$ cat config.mk
export PLATFORM = sky130hd
export DESIGN_NAME = codon_translate_histogram_flat
export DESIGN_NICKNAME = d
export VERILOG_FILES = /design/src/cth_pkg.sv /design/src/cth_if.sv /design/src/cth_front.sv /design/src/cth_queue.sv /design/src/cth_back.sv /design/src/codon_translate_histogram.sv /design/src/flat_wrapper.sv
export SDC_FILE = /design/constraint.sdc
export NUM_CORES = 2
export LEC_CHECK = 0
export ABC_AREA = 0
export CORE_MARGIN = 2
export CORE_UTILIZATION = 45
export DETAILED_ROUTE_END_ITERATION = 10
export DONT_BUFFER_PORTS = 1
export GPL_ROUTABILITY_DRIVEN = 1
export SETUP_SLACK_MARGIN = 0.1
export SYNTH_ARGS = -nofsm -noshare
export SYNTH_HDL_FRONTEND = slang
export SYNTH_SLANG_ARGS = --single-unit
export TNS_END_PERCENT = 5
$ cat constraint.sdc
create_clock -name clk -period 6.2 [get_ports clk]
set_input_delay 0.93 -clock clk [delete_from_list [all_inputs] [get_ports clk]]
set_output_delay 0.93 -clock clk [all_outputs]
set_load 0.01 [all_outputs]
$ cat src/cth_pkg.sv
// Types, constants and lookup functions of the codon translation histogram.
package cth_pkg;

  localparam int NUM_AMINO   = 20;
  localparam int AMINO_W     = 5;
  localparam int OUT_W       = 32;
  localparam int QUEUE_DEPTH = 2;

  typedef logic [AMINO_W-1:0] amino_t;
  typedef logic [OUT_W-1:0]   out_word_t;

  // Command codes of the input channel.
  localparam logic [1:0] CMD_FEED  = 2'd0;
  localparam logic [1:0] CMD_READ  = 2'd1;
  localparam logic [1:0] CMD_CLEAR = 2'd2;

  // Nucleotide letters in ASCII.
  localparam logic [7:0] LETTER_T = 8'h54;
  localparam logic [7:0] LETTER_C = 8'h43;
  localparam logic [7:0] LETTER_A = 8'h41;
  localparam logic [7:0] LETTER_G = 8'h47;

  // Column codes of the translation table.
  localparam logic [1:0] COL_T = 2'd0;
  localparam logic [1:0] COL_C = 2'd1;
  localparam logic [1:0] COL_A = 2'd2;
  localparam logic [1:0] COL_G = 2'd3;

  // Amino acid indices in alphabetical one-letter order.
  localparam amino_t AA_A = 5'd0;
  localparam amino_t AA_C = 5'd1;
  localparam amino_t AA_D = 5'd2;
  localparam amino_t AA_E = 5'd3;
  localparam amino_t AA_F = 5'd4;
  localparam amino_t AA_G = 5'd5;
  localparam amino_t AA_H = 5'd6;
  localparam amino_t AA_I = 5'd7;
  localparam amino_t AA_K = 5'd8;
  localparam amino_t AA_L = 5'd9;
  localparam amino_t AA_M = 5'd10;
  localparam amino_t AA_N = 5'd11;
  localparam amino_t AA_P = 5'd12;
  localparam amino_t AA_Q = 5'd13;
  localparam amino_t AA_R = 5'd14;
  localparam amino_t AA_S = 5'd15;
  localparam amino_t AA_T = 5'd16;
  localparam amino_t AA_V = 5'd17;
  localparam amino_t AA_W = 5'd18;
  localparam amino_t AA_Y = 5'd19;

  // Codon scanner states: start search, then first, second and third letter of a codon.
  typedef enum logic [4:0] {
    SC_IDLE, SC_GOT_A, SC_GOT_AT, SC_FRAME,
    SC_T, SC_TT, SC_TC, SC_TA, SC_TG,
    SC_C, SC_CT, SC_CC, SC_CA, SC_CG,
    SC_A, SC_AT, SC_AC, SC_AA, SC_AG,
    SC_G, SC_GT, SC_GC, SC_GA, SC_GG
  } scan_t;

  // Work handed from the front to the counter back end.
  typedef enum logic [1:0] {OP_NOP, OP_COUNT, OP_READ, OP_CLEAR} op_t;

  typedef struct packed {
    op_t    op;
    amino_t index;
    logic   in_frame;
  } task_t;

  typedef struct packed {
    logic       hit;
    logic [1:0] col;
  } col_t;

  // Maps a letter to its table column; other bytes give no hit.
  function automatic col_t letter_col(input logic [7:0] letter);
    col_t c;
    c = '{hit: 1'b1, col: COL_T};
    case (letter)
      LETTER_T: c.col = COL_T;
      LETTER_C: c.col = COL_C;
      LETTER_A: c.col = COL_A;
      LETTER_G: c.col = COL_G;
      default:  c.hit = 1'b0;
    endcase
    return c;
  endfunction

endpackage

$ cat src/cth_if.sv
// Valid/ready channel interfaces for the input and result transactions.
interface cth_in_if;
  import cth_pkg::*;

  logic       valid;
  logic       ready;
  logic [1:0] command;
  logic [7:0] letter;
  amino_t     amino_select;

  modport source (output valid, command, letter, amino_select, input ready);
  modport sink   (input valid, command, letter, amino_select, output ready);
endinterface

interface cth_out_if;
  import cth_pkg::*;

  logic      valid;
  logic      ready;
  logic      produced;
  amino_t    amino_index;
  out_word_t amino_count;
  out_word_t total_count;
  logic      in_frame;

  modport source (output valid, produced, amino_index, amino_count, total_count, in_frame,
                  input ready);
  modport sink   (input valid, produced, amino_index, amino_count, total_count, in_frame,
                  output ready);
endinterface

$ cat src/cth_front.sv
// Front end: accepts transactions, runs the codon scanner and classifies the work.
module cth_front (
  input  logic            clk,
  input  logic            rst_n,
  cth_in_if.sink          in_ch,
  input  logic            q_full,
  output logic            q_push,
  output cth_pkg::task_t  q_task
);
  import cth_pkg::*;

  scan_t  scan_r, scan_nxt, trans;
  col_t   col;
  logic   accept;
  logic   emit_valid;
  amino_t emit_amino;

  assign in_ch.ready = !q_full;
  assign accept      = in_ch.valid && !q_full;
  assign q_push      = accept;
  assign col         = letter_col(in_ch.letter);

  // Next state of the scanner for the current letter.
  always_comb begin
    trans = SC_IDLE;
    case (scan_r)
      SC_GOT_A: begin
        if (col.col == COL_T) trans = SC_GOT_AT;
        else if (col.col == COL_A) trans = SC_GOT_A;
      end
      SC_GOT_AT: begin
        if (col.col == COL_A) trans = SC_GOT_A;
        else if (col.col == COL_G) trans = SC_FRAME;
      end
      SC_FRAME: begin
        case (col.col)
          COL_T:   trans = SC_T;
          COL_C:   trans = SC_C;
          COL_A:   trans = SC_A;
          default: trans = SC_G;
        endcase
      end
      SC_T: begin
        case (col.col)
          COL_T:   trans = SC_TT;
          COL_C:   trans = SC_TC;
          COL_A:   trans = SC_TA;
          default: trans = SC_TG;
        endcase
      end
      SC_C: begin
        case (col.col)
          COL_T:   trans = SC_CT;
          COL_C:   trans = SC_CC;
          COL_A:   trans = SC_CA;
          default: trans = SC_CG;
        endcase
      end
      SC_A: begin
        case (col.col)
          COL_T:   trans = SC_AT;
          COL_C:   trans = SC_AC;
          COL_A:   trans = SC_AA;
          default: trans = SC_AG;
        endcase
      end
      SC_G: begin
        case (col.col)
          COL_T:   trans = SC_GT;
          COL_C:   trans = SC_GC;
          COL_A:   trans = SC_GA;
          default: trans = SC_GG;
        endcase
      end
      // Stop codons TAA, TAG and TGA return to the start search.
      SC_TA:   trans = col.col[1] ? SC_IDLE : SC_FRAME;
      SC_TG:   trans = (col.col == COL_A) ? SC_IDLE : SC_FRAME;
      SC_TT, SC_TC, SC_CT, SC_CC, SC_CA, SC_CG, SC_AT, SC_AC, SC_AA, SC_AG,
      SC_GT, SC_GC, SC_GA, SC_GG: trans = SC_FRAME;
      default: trans = (col.col == COL_A) ? SC_GOT_A : SC_IDLE;
    endcase
  end

  // Scanner state update: letters step it, a clear restarts the search.
  always_comb begin
    scan_nxt = scan_r;
    if (accept) begin
      if (in_ch.command == CMD_FEED && col.hit) scan_nxt = trans;
      else if (in_ch.command == CMD_CLEAR) scan_nxt = SC_IDLE;
    end
  end

  // Amino acid completed by the current letter, if any.
  always_comb begin
    emit_valid = 1'b1;
    emit_amino = AA_A;
    case (scan_r)
      SC_GOT_AT: begin
        emit_amino = AA_M;
        emit_valid = (col.col == COL_G);
      end
      SC_TT: emit_amino = col.col[1] ? AA_L : AA_F;
      SC_TC: emit_amino = AA_S;
      SC_TA: begin
        emit_amino = AA_Y;
        emit_valid = !col.col[1];
      end
      SC_TG: begin
        emit_amino = (col.col == COL_G) ? AA_W : AA_C;
        emit_valid = (col.col != COL_A);
      end
      SC_CT: emit_amino = AA_L;
      SC_CC: emit_amino = AA_P;
      SC_CA: emit_amino = col.col[1] ? AA_Q : AA_H;
      SC_CG: emit_amino = AA_R;
      SC_AT: emit_amino = (col.col == COL_G) ? AA_M : AA_I;
      SC_AC: emit_amino = AA_T;
      SC_AA: emit_amino = col.col[1] ? AA_K : AA_N;
      SC_AG: emit_amino = col.col[1] ? AA_R : AA_S;
      SC_GT: emit_amino = AA_V;
      SC_GC: emit_amino = AA_A;
      SC_GA: emit_amino = col.col[1] ? AA_E : AA_D;
      SC_GG: emit_amino = AA_G;
      default: emit_valid = 1'b0;
    endcase
  end

  // Classify the transaction into work for the back end.
  always_comb begin
    q_task.op       = OP_NOP;
    q_task.index    = AA_A;
    q_task.in_frame = (scan_nxt >= SC_FRAME);
    case (in_ch.command)
      CMD_FEED: begin
        if (col.hit && emit_valid) begin
          q_task.op    = OP_COUNT;
          q_task.index = emit_amino;
        end
      end
      CMD_READ: begin
        q_task.op    = OP_READ;
        q_task.index = in_ch.amino_select;
      end
      CMD_CLEAR: q_task.op = OP_CLEAR;
      default:   q_task.op = OP_NOP;
    endcase
  end

  always_ff @(posedge clk) begin
    if (!rst_n) begin
      scan_r <= SC_IDLE;
    end else begin
      scan_r <= scan_nxt;
    end
  end

endmodule

$ cat src/cth_queue.sv
// Short queue that decouples the front end from the counter back end.
module cth_queue (
  input  logic            clk,
  input  logic            rst_n,
  input  logic            push,
  input  cth_pkg::task_t  push_task,
  input  logic            pop,
  output cth_pkg::task_t  pop_task,
  output logic            full,
  output logic            empty
);
  import cth_pkg::*;

  localparam int PTR_W = (QUEUE_DEPTH > 1) ? $clog2(QUEUE_DEPTH) : 1;
  localparam int CNT_W = $clog2(QUEUE_DEPTH + 1);
  localparam logic [PTR_W-1:0] PTR_LAST = PTR_W'(QUEUE_DEPTH - 1);
  localparam logic [CNT_W-1:0] CNT_FULL = CNT_W'(QUEUE_DEPTH);

  task_t            entry_r [QUEUE_DEPTH];
  logic [PTR_W-1:0] wr_ptr_r, rd_ptr_r;
  logic [CNT_W-1:0] count_r;

  assign full     = (count_r == CNT_FULL);
  assign empty    = (count_r == '0);
  assign pop_task = entry_r[rd_ptr_r];

  // Pointers and fill count.
  always_ff @(posedge clk) begin
    if (!rst_n) begin
      wr_ptr_r <= '0;
      rd_ptr_r <= '0;
      count_r  <= '0;
    end else begin
      if (push) wr_ptr_r <= (wr_ptr_r == PTR_LAST) ? '0 : wr_ptr_r + PTR_W'(1);
      if (pop)  rd_ptr_r <= (rd_ptr_r == PTR_LAST) ? '0 : rd_ptr_r + PTR_W'(1);
      if (push && !pop)      count_r <= count_r + CNT_W'(1);
      else if (pop && !push) count_r <= count_r - CNT_W'(1);
    end
  end

  // Entry storage.
  always_ff @(posedge clk) begin
    if (push) entry_r[wr_ptr_r] <= push_task;
  end

endmodule

$ cat src/cth_back.sv
// Back end: saturating amino acid counters, total counter and the result register.
module cth_back #(
  parameter int COUNT_WIDTH = 32
) (
  input  logic            clk,
  input  logic            rst_n,
  input  logic            q_empty,
  input  cth_pkg::task_t  q_task,
  output logic            q_pop,
  cth_out_if.source       out_ch
);
  import cth_pkg::*;

  logic [COUNT_WIDTH-1:0] amino_cnt_r [NUM_AMINO];
  logic [COUNT_WIDTH-1:0] total_r;
  logic [COUNT_WIDTH-1:0] cnt_cur, cnt_inc, tot_inc, cnt_val, tot_val;
  logic                   idx_ok;
  out_word_t              cnt_out, tot_out;

  logic      out_valid_r;
  logic      produced_r, in_frame_r;
  amino_t    index_r;
  out_word_t amino_count_r, total_count_r;

  logic      produced_nxt;
  amino_t    index_nxt;
  out_word_t amino_count_nxt, total_count_nxt;

  // Take the next transaction whenever the result register is free or being drained.
  assign q_pop = !q_empty && (!out_valid_r || out_ch.ready);

  // Read and saturating increment of the addressed counter and the total.
  assign idx_ok  = (q_task.index < AMINO_W'(NUM_AMINO));
  assign cnt_cur = idx_ok ? amino_cnt_r[q_task.index] : '0;
  assign cnt_inc = (cnt_cur == '1) ? cnt_cur : cnt_cur + COUNT_WIDTH'(1);
  assign tot_inc = (total_r == '1) ? total_r : total_r + COUNT_WIDTH'(1);
  assign cnt_val = (q_task.op == OP_COUNT) ? cnt_inc : cnt_cur;
  assign tot_val = (q_task.op == OP_COUNT) ? tot_inc : total_r;

  // Reported values saturate to the 32-bit result fields.
  generate
    if (COUNT_WIDTH > OUT_W) begin : g_wide
      assign cnt_out = (|cnt_val[COUNT_WIDTH-1:OUT_W]) ? '1 : cnt_val[OUT_W-1:0];
      assign tot_out = (|tot_val[COUNT_WIDTH-1:OUT_W]) ? '1 : tot_val[OUT_W-1:0];
    end else begin : g_narrow
      assign cnt_out = OUT_W'(cnt_val);
      assign tot_out = OUT_W'(tot_val);
    end
  endgenerate

  // Result fields for the transaction at the head of the queue.
  always_comb begin
    produced_nxt    = 1'b0;
    index_nxt       = AA_A;
    amino_count_nxt = '0;
    total_count_nxt = tot_out;
    case (q_task.op)
      OP_COUNT: begin
        produced_nxt    = 1'b1;
        index_nxt       = q_task.index;
        amino_count_nxt = cnt_out;
      end
      OP_READ: begin
        index_nxt       = q_task.index;
        amino_count_nxt = cnt_out;
      end
      OP_CLEAR: total_count_nxt = '0;
      default:  total_count_nxt = tot_out;
    endcase
  end

  // Counter update.
  always_ff @(posedge clk) begin
    if (!rst_n) begin
      for (int i = 0; i < NUM_AMINO; i++) amino_cnt_r[i] <= '0;
      total_r <= '0;
    end else if (q_pop) begin
      case (q_task.op)
        OP_COUNT: begin
          amino_cnt_r[q_task.index] <= cnt_inc;
          total_r                   <= tot_inc;
        end
        OP_CLEAR: begin
          for (int i = 0; i < NUM_AMINO; i++) amino_cnt_r[i] <= '0;
          total_r <= '0;
        end
        default: total_r <= total_r;
      endcase
    end
  end

  // Result register valid flag.
  always_ff @(posedge clk) begin
    if (!rst_n) begin
      out_valid_r <= 1'b0;
    end else if (q_pop) begin
      out_valid_r <= 1'b1;
    end else if (out_ch.ready) begin
      out_valid_r <= 1'b0;
    end
  end

  // Result register payload.
  always_ff @(posedge clk) begin
    if (q_pop) begin
      produced_r    <= produced_nxt;
      index_r       <= index_nxt;
      amino_count_r <= amino_count_nxt;
      total_count_r <= total_count_nxt;
      in_frame_r    <= q_task.in_frame;
    end
  end

  assign out_ch.valid       = out_valid_r;
  assign out_ch.produced    = produced_r;
  assign out_ch.amino_index = index_r;
  assign out_ch.amino_count = amino_count_r;
  assign out_ch.total_count = total_count_r;
  assign out_ch.in_frame    = in_frame_r;

endmodule

$ cat src/codon_translate_histogram.sv
// Top level of the codon translation histogram: front end, work queue and counter back end.
// The block takes one transaction per clock cycle and gives exactly one result transaction for
// each. Every input passes the codon scanner in the front end in the cycle it is accepted, so a
// new letter follows the previous one without a gap. The accepting edge writes the work into the
// two-entry queue; the first later edge on which the result register is free or being drained pops
// it, updates the counters and loads the result register. The sustained rate is one
// transaction per cycle, set by the single counter read-modify-write in the back end; a stalled
// result side fills the queue and then holds in_ch.ready low. Reset clears all counters at once;
// no clearing pass is needed.
module codon_translate_histogram #(
  parameter int COUNT_WIDTH = 32
) (
  input  logic      clk,
  input  logic      rst_n,
  cth_in_if.sink    in_ch,
  cth_out_if.source out_ch
);
  import cth_pkg::*;

  task_t push_task, pop_task;
  logic  push, pop, full, empty;

  // Scanner and classification.
  cth_front u_front (
    .clk    (clk),
    .rst_n  (rst_n),
    .in_ch  (in_ch),
    .q_full (full),
    .q_push (push),
    .q_task (push_task)
  );

  // Decoupling queue.
  cth_queue u_queue (
    .clk       (clk),
    .rst_n     (rst_n),
    .push      (push),
    .push_task (push_task),
    .pop       (pop),
    .pop_task  (pop_task),
    .full      (full),
    .empty     (empty)
  );

  // Counters and result register.
  cth_back #(
    .COUNT_WIDTH (COUNT_WIDTH)
  ) u_back (
    .clk     (clk),
    .rst_n   (rst_n),
    .q_empty (empty),
    .q_task  (pop_task),
    .q_pop   (pop),
    .out_ch  (out_ch)
  );

endmodule

$ cat src/flat_wrapper.sv
// flat-port wrapper written by rule: the top's interface ports become plain ports
module codon_translate_histogram_flat import cth_pkg::*;
#(
  parameter int COUNT_WIDTH = 32
)
  (clk, rst_n, in_ch_valid, in_ch_command, in_ch_letter, in_ch_amino_select, in_ch_ready, out_ch_valid, out_ch_produced, out_ch_amino_index, out_ch_amino_count, out_ch_total_count, out_ch_in_frame, out_ch_ready);
  cth_in_if in_ch_i ();
  cth_out_if out_ch_i ();
  input  logic clk;
  input  logic rst_n;
  input wire logic [$bits(in_ch_i.valid)-1:0] in_ch_valid;
  input wire logic [$bits(in_ch_i.command)-1:0] in_ch_command;
  input wire logic [$bits(in_ch_i.letter)-1:0] in_ch_letter;
  input wire logic [$bits(in_ch_i.amino_select)-1:0] in_ch_amino_select;
  output wire logic [$bits(in_ch_i.ready)-1:0] in_ch_ready;
  output wire logic [$bits(out_ch_i.valid)-1:0] out_ch_valid;
  output wire logic [$bits(out_ch_i.produced)-1:0] out_ch_produced;
  output wire logic [$bits(out_ch_i.amino_index)-1:0] out_ch_amino_index;
  output wire logic [$bits(out_ch_i.amino_count)-1:0] out_ch_amino_count;
  output wire logic [$bits(out_ch_i.total_count)-1:0] out_ch_total_count;
  output wire logic [$bits(out_ch_i.in_frame)-1:0] out_ch_in_frame;
  input wire logic [$bits(out_ch_i.ready)-1:0] out_ch_ready;
  assign in_ch_i.valid = in_ch_valid;
  assign in_ch_i.command = in_ch_command;
  assign in_ch_i.letter = in_ch_letter;
  assign in_ch_i.amino_select = in_ch_amino_select;
  assign in_ch_ready = in_ch_i.ready;
  assign out_ch_valid = out_ch_i.valid;
  assign out_ch_produced = out_ch_i.produced;
  assign out_ch_amino_index = out_ch_i.amino_index;
  assign out_ch_amino_count = out_ch_i.amino_count;
  assign out_ch_total_count = out_ch_i.total_count;
  assign out_ch_in_frame = out_ch_i.in_frame;
  assign out_ch_i.ready = out_ch_ready;
  codon_translate_histogram #(.COUNT_WIDTH(COUNT_WIDTH)) u_core (.clk(clk), .rst_n(rst_n), .in_ch(in_ch_i), .out_ch(out_ch_i));
endmodule
; Word level (Yosys, flattened, before mapping)
; Memories as Yosys holds them, arrays and structs flattened. A register that Yosys moved wholly into a read port is not among the register bits.
; Index checks and enable logic that the tools add are counted.
[classes]
n_addsub = 6
order_cmp = 2
eq_ne = 39
n_mux = 77
bitwise_logic = 20
reduce_logical = 24
[op_table]
columns = cell, count
row1 = 32-bit two-way mux, 26
row2 = 5-bit case mux with 16 select lines, 1
row3 = 32-bit by 1-bit adder with 32-bit output (second input constant), 2
row4 = 32-bit == test (second input constant), 2
row5 = 32-bit case mux with 2 select lines, 1
row6 = 5-bit case mux with 10 select lines, 1
row7 = 5-bit by 4-bit == test with 1-bit output (second input constant), 8
row8 = 5-bit == test (second input constant), 8
row9 = 8-bit by 7-bit == test with 1-bit output (second input constant), 4
row10 = 32-bit OR reduction, 1
row11 = 5-bit case mux with 3 select lines, 2
row12 = 5-bit two-way mux, 5
row13 = 1-bit two-way mux, 22
row14 = 5-bit by 3-bit == test with 1-bit output (second input constant), 4
row15 = 1-bit bitwise OR, 20
row16 = 2-bit case mux with 3 select lines, 3
row17 = 2-bit two-way mux, 8
row18 = 14-bit OR reduction, 1
row19 = 2-bit == test (second input constant), 6
row20 = 4-bit two-way mux, 3
row21 = 4-bit case mux with 3 select lines, 1
row22 = 5-bit by 2-bit == test with 1-bit output (second input constant), 2
row23 = 5-bit case mux with 2 select lines, 1
row24 = 3-bit case mux with 3 select lines, 1
row25 = other kinds (18), 35
[word_totals]
register_bits = 113
ram_bits = 656
input_bits = 19
output_inout_bits = 73
wordCells = 181
mem_count = 2
[mem_list]
columns = name, depth, width, read_ports, rd_ports_with_merged_regs, wr, line_no
row1 = u_core.u_back.amino_cnt_r, 20, 32, 1, 0, 20, cth_back.sv:14  ; logic [COUNT_WIDTH-1:0] amino_cnt_r [NUM_AMINO];
row2 = u_core.u_queue.entry_r, 2, 8, 1, 1, 1, cth_queue.sv:19  ; task_t entry_r [QUEUE_DEPTH];

; Longest topological paths before layout
[logic_depth]
word_depth = 9
depth_mapped = 24
mapped_depth_nobuf = 13

; Cells and area by module
; Synthesis repeated with hierarchy kept, for this count alone.
[unflattened]
cells_unflattened = 3369
hier_area_um2 = 43132.6
[modules_own_cells]
columns = mod, n_inst, cells_per_inst, area_each_um2, seq_area_each_um2
row1 = cth_back, 1, 3146, 41095.7, 26575.5
row2 = cth_front, 1, 176, 1242.4, 100.1
row3 = cth_queue, 1, 47, 794.5, 580.6

; Least setup slack after synthesis
; Ideal clock, no wire load.
[synth_timing]
kind = flip-flop to flip-flop
start = memory u_core.u_queue.entry_r[0][1] (netlist bit)
end = memory u_core.u_back.amino_cnt_r[28][11] (data pin)
arrival_ns = 4.636
slack_ns = 1.301
stages_incl_launch_ff = 22
synth_period_minus_slack_ns = 4.899
cell_sequence = edfxtp_1 -> buf_2 -> or3b_1 -> buf_4 -> and2_1 -> clkbuf_1 -> buf_2 -> buf_4 -> buf_2 -> o22ai_1 -> o31a_1 -> nor4b_4 -> ha_1 -> o21ai_0 -> nor3_1 -> nand4_1 -> or4_1 -> clkbuf_1 -> o311ai_2 -> xnor2_1 -> buf_2 -> inv_1
[synth_lines]
columns = element, line_no
row1 = "start, declared", cth_queue.sv:19
row2 = "end, declared", cth_back.sv:14

==> impl_metrics.csv <==
group,metric,value,unit
status,outcome,"finished, final reports clean",
floorplanning,die_h,296,µm
synthesis,seq_area_frac_synth,61.1,%
cells_and_area,finish.net_count,3486,
placement,gp_congestion,0.977,
synthesis,synth_seq_cells,794,
critical_path,worst_path_most_repeated_cell,"sky130_fd_sc_hd__buf_4",
clocking,clock_path_buffers,3,
sta,finalClockSkew,0.0237,ns
routing,number_of_antenna_violating_nets_in_the_routed_design,0,
global_routing,grt_antenna_before_repair,1,
routing,total_via_count_in_the_routed_design,30469,
synthesis,main_area_contributors_after_synthesis,"sky130_fd_sc_hd__edfxtp_1 (59%), sky130_fd_sc_hd__nor2_1 (7.0%), sky130_fd_sc_hd__a21oi_1 (4.9%)",
sta,max_slew_margin,10.4,%
clocking,clkSinkCount,794,
sta,timing.final.hold_violations,0,
sta,tightest_slew,1.34,ns
power_and_ir_drop,p_leak,15.5,nW
power_and_ir_drop,vdd.ir_drop.worst,0.405,mV
clocking,ctsHtreeMaxLevel,3,
sta,grt_setup_unrepaired,"no",
sta,finalMaxSlewViolations,0,
clocking,cts-root-buf,"sky130_fd_sc_hd__clkbuf_16",
synthesis,number_of_standard_cells_after_synthesis,3483,
routing,drt_wl_total,143000,µm
critical_path,crit_type,"flop to flop",
floorplanning,initial_utilization,45.2,%
floorplanning,design.portCount,92,
cells_and_area,layout_commonest_cell,"sky130_fd_sc_hd__edfxtp_1",
clocking,cts.repair.resized,0,
synthesis,mean_area_per_synthesized_cell,11.0,µm²
synthesis,asyncSetResetFlopFracSynth,0,%
global_routing,first_global_vias,29070,
clocking,tritoncts,"yes",
power_and_ir_drop,total_power,19.3,mW
cells_and_area,postLayoutCoreUtil,50.4,%
floorplanning,die_width,296,µm
sta,setup-tns-final,0,ns
sta,fmaxAchievable,169,MHz
placement,placed_cells_incl_taps,4505,
cells_and_area,regArea,23400,µm²
global_routing,grt_max_degree,66,
clocking,path_clk_slew,0.06,ns
cells_and_area,number_of_fill_cells_in_the_layout,7476,
critical_path,crit_path_end_kind,"flop",
floorplanning,design.core.area,84700,µm²
sta,holdWs,0.420,ns
floorplanning,placement_rows,107,
placement,port_buffers,0,
critical_path,crit_arrival,6.26,ns
cells_and_area,area_delta_synth_final,11.5,%
critical_path,worst_path_max_delay_cell,"sky130_fd_sc_hd__or4_1",
global_routing,total_grt_overflow,0,
placement,detailedPlacementHpwl,88700,µm
job,maxCapViolCount,0,
clocking,post-cts-setup-buffer-count,0,
synthesis,synth_largest_type_area_fraction,58.9,%
cells_and_area,most-common-layout-cells,"sky130_fd_sc_hd__edfxtp_1 (751), sky130_fd_sc_hd__nor2_1 (717), sky130_fd_sc_hd__a21oi_1 (377)",
routing,detailedRoute.firstPassIterationCount,8,
synthesis,synth_cell_types,99,
critical_path,critical-path-max-stage-delay,0.78,ns
clocking,cts_inserted_buffers,87,
cells_and_area,multi_input_comb_area,13400,µm²
sta,finalCriticalPeriod,5.90,ns
synthesis,synthesized_net_count,3515,
routing,dr.first_iter.drc_count,4191,
critical_path,worst_ep_required_time,6.55,ns
synthesis,ys.flop_type,"sky130_fd_sc_hd__edfxtp_1",
critical_path,crit_path_start_kind,"flop",
worst_hold_path,hold_path_class,"input port to flop",
synthesis,post_synth_instance_area,38300,µm²
clocking,clk_latency,0.65,ns
floorplanning,die_area,87500,µm²
synthesis,synth.largest_area_cell,"sky130_fd_sc_hd__edfxtp_1",
cells_and_area,drive_gt1_share,13.4,%
critical_path,worstPathMaxFanout,20,
routing,drc_errors,0,
routing,via_per_inst,6.53,
cells_and_area,layoutNonFillerInstCount,4669,
critical_path,worstPathCellList,"buf_4 -> nand3b_1 -> buf_4 -> and2_1 -> buf_4 -> o22ai_1 -> o31a_1 -> nor4b_4 -> buf_4 -> ha_1 -> o21ai_0 -> nor3_1 -> nand4_1 -> or4_1 -> a211oi_1 -> xnor2_2 -> nor2_1",
sta,final-setup-viol-count,0,
global_routing,grt_use_total,32.2,%
cells_and_area,total_inserted_antenna_cells,0,
power_and_ir_drop,power_density,451,nW/µm²
global_routing,global_route_wire_length_before_repair,203000,µm
clocking,holdBufCountCts,0,
sta,post-route-period-util,95.2,%
routing,avgRoutedWirePerCell,30.5,µm
synthesis,synth_enable_flop_cells,751,
synthesis,yosys_warnings,0,
[logic make-up (layout without fill, tap and decap cells)]
kind of cell	after synthesis	count (layout)	share of synthesized area, %
AO/OA/AOI/OAI	797	797	12.5
XOR/XNOR	62	62	1.44
adder cells (fa/ha/maj)	13	13	0.424
buffers and inverters	360	402	4.68
flip-flops	794	794	61.1
multiplexers	112	112	3.56
AND/OR/NAND/NOR	1345	1345	16.3
[through the flow]
| stage | setup slack [ns] | instance area, µm² |
|---|---|---|
| 2_1_floorplan | 1.30 | 38300 |
| 3_3_place_gp | 0.433 | 40000 |
| 3_5_place_dp | 0.318 | 40000 |
| 4_1_cts | 0.281 | 42700 |
| 5_1_grt | 0.143 | 42700 |
| 6_report | 0.296 | 42700 |
[registers in the layout, indices dropped and copies added (netlist names), named ones only]
register,count
u_core.u_queue.count_r,2
u_core.u_back.out_ch.in_frame,1
u_core.u_back.out_ch.amino_count,32
u_core.u_back.out_ch.total_count,32
u_core.u_back.out_ch.valid,1
u_core.u_back.out_ch.amino_index,5
u_core.u_front.scan_r,5
u_core.u_queue.rd_ptr_r,1
u_core.u_back.total_r,32
u_core.u_back.out_ch.produced,1
u_core.u_queue.entry_r,16
u_core.u_back.amino_cnt_r,664
u_core.u_queue.wr_ptr_r,1
[layout make-up]
class	instances	area share (%)
Multi-Input combinational cell	2329	31.3
Clock inverter	46	1.01
Timing Repair Buffer	215	3.98
Clock buffer	114	5.35
Tap cell	1144	3.35
Inverter	27	0.240
Sequential cell	794	54.8
[worst max-delay path: cells and delay by family, from the launching register on]
kind,cells,cell delay [ns]
flops,1,0.48
fa+ha+maj,1,0.18
compound gates,4,1.05
xor+xnor,1,0.43
buf+inv,4,1.05
simple gates,7,2.36
[Yosys cell counts (43+ instances only)]
master,number
sky130_fd_sc_hd__nand3_1,53
sky130_fd_sc_hd__edfxtp_1,751
sky130_fd_sc_hd__o21ai_0,110
sky130_fd_sc_hd__mux2i_1,74
sky130_fd_sc_hd__nor4_1,56
sky130_fd_sc_hd__o22ai_1,89
sky130_fd_sc_hd__dfxtp_1,43
sky130_fd_sc_hd__nand2_1,230
sky130_fd_sc_hd__nor2_1,717
sky130_fd_sc_hd__nand4_1,59
sky130_fd_sc_hd__clkbuf_1,152
sky130_fd_sc_hd__buf_2,105
sky130_fd_sc_hd__a21oi_1,377
[path summary, 6_finish.rpt]
kind,cells past startpoint,end,slack (ns),from
worst min-delay path,1,u_core.u_back.total_r[22],0.42,rst_n
worst max-delay path,17,u_core.u_back.amino_cnt_r[5][22],0.30,flop
worst max register to register,17,u_core.u_back.amino_cnt_r[5][22],0.30,flop
worst min register to register,2,u_core.u_back.total_r[21],0.53,u_core.u_back.total_r[21]
[per-layer routing]
layer	vias to the layer above	global-route usage, %	wire (µm)
met5	-	0	0
met4	0	17.0	8350
met3	436	6.30	16900
met2	2211	48.3	62700
met1	15075	44.4	54600
li1	12747	-	-
[power by group]
part           switching (mW)  internal (mW)
clock network            2.17           2.86
logic                    4.93           1.83
registers               0.532           6.96
Note: power is estimated with default switching activity, not from simulation.
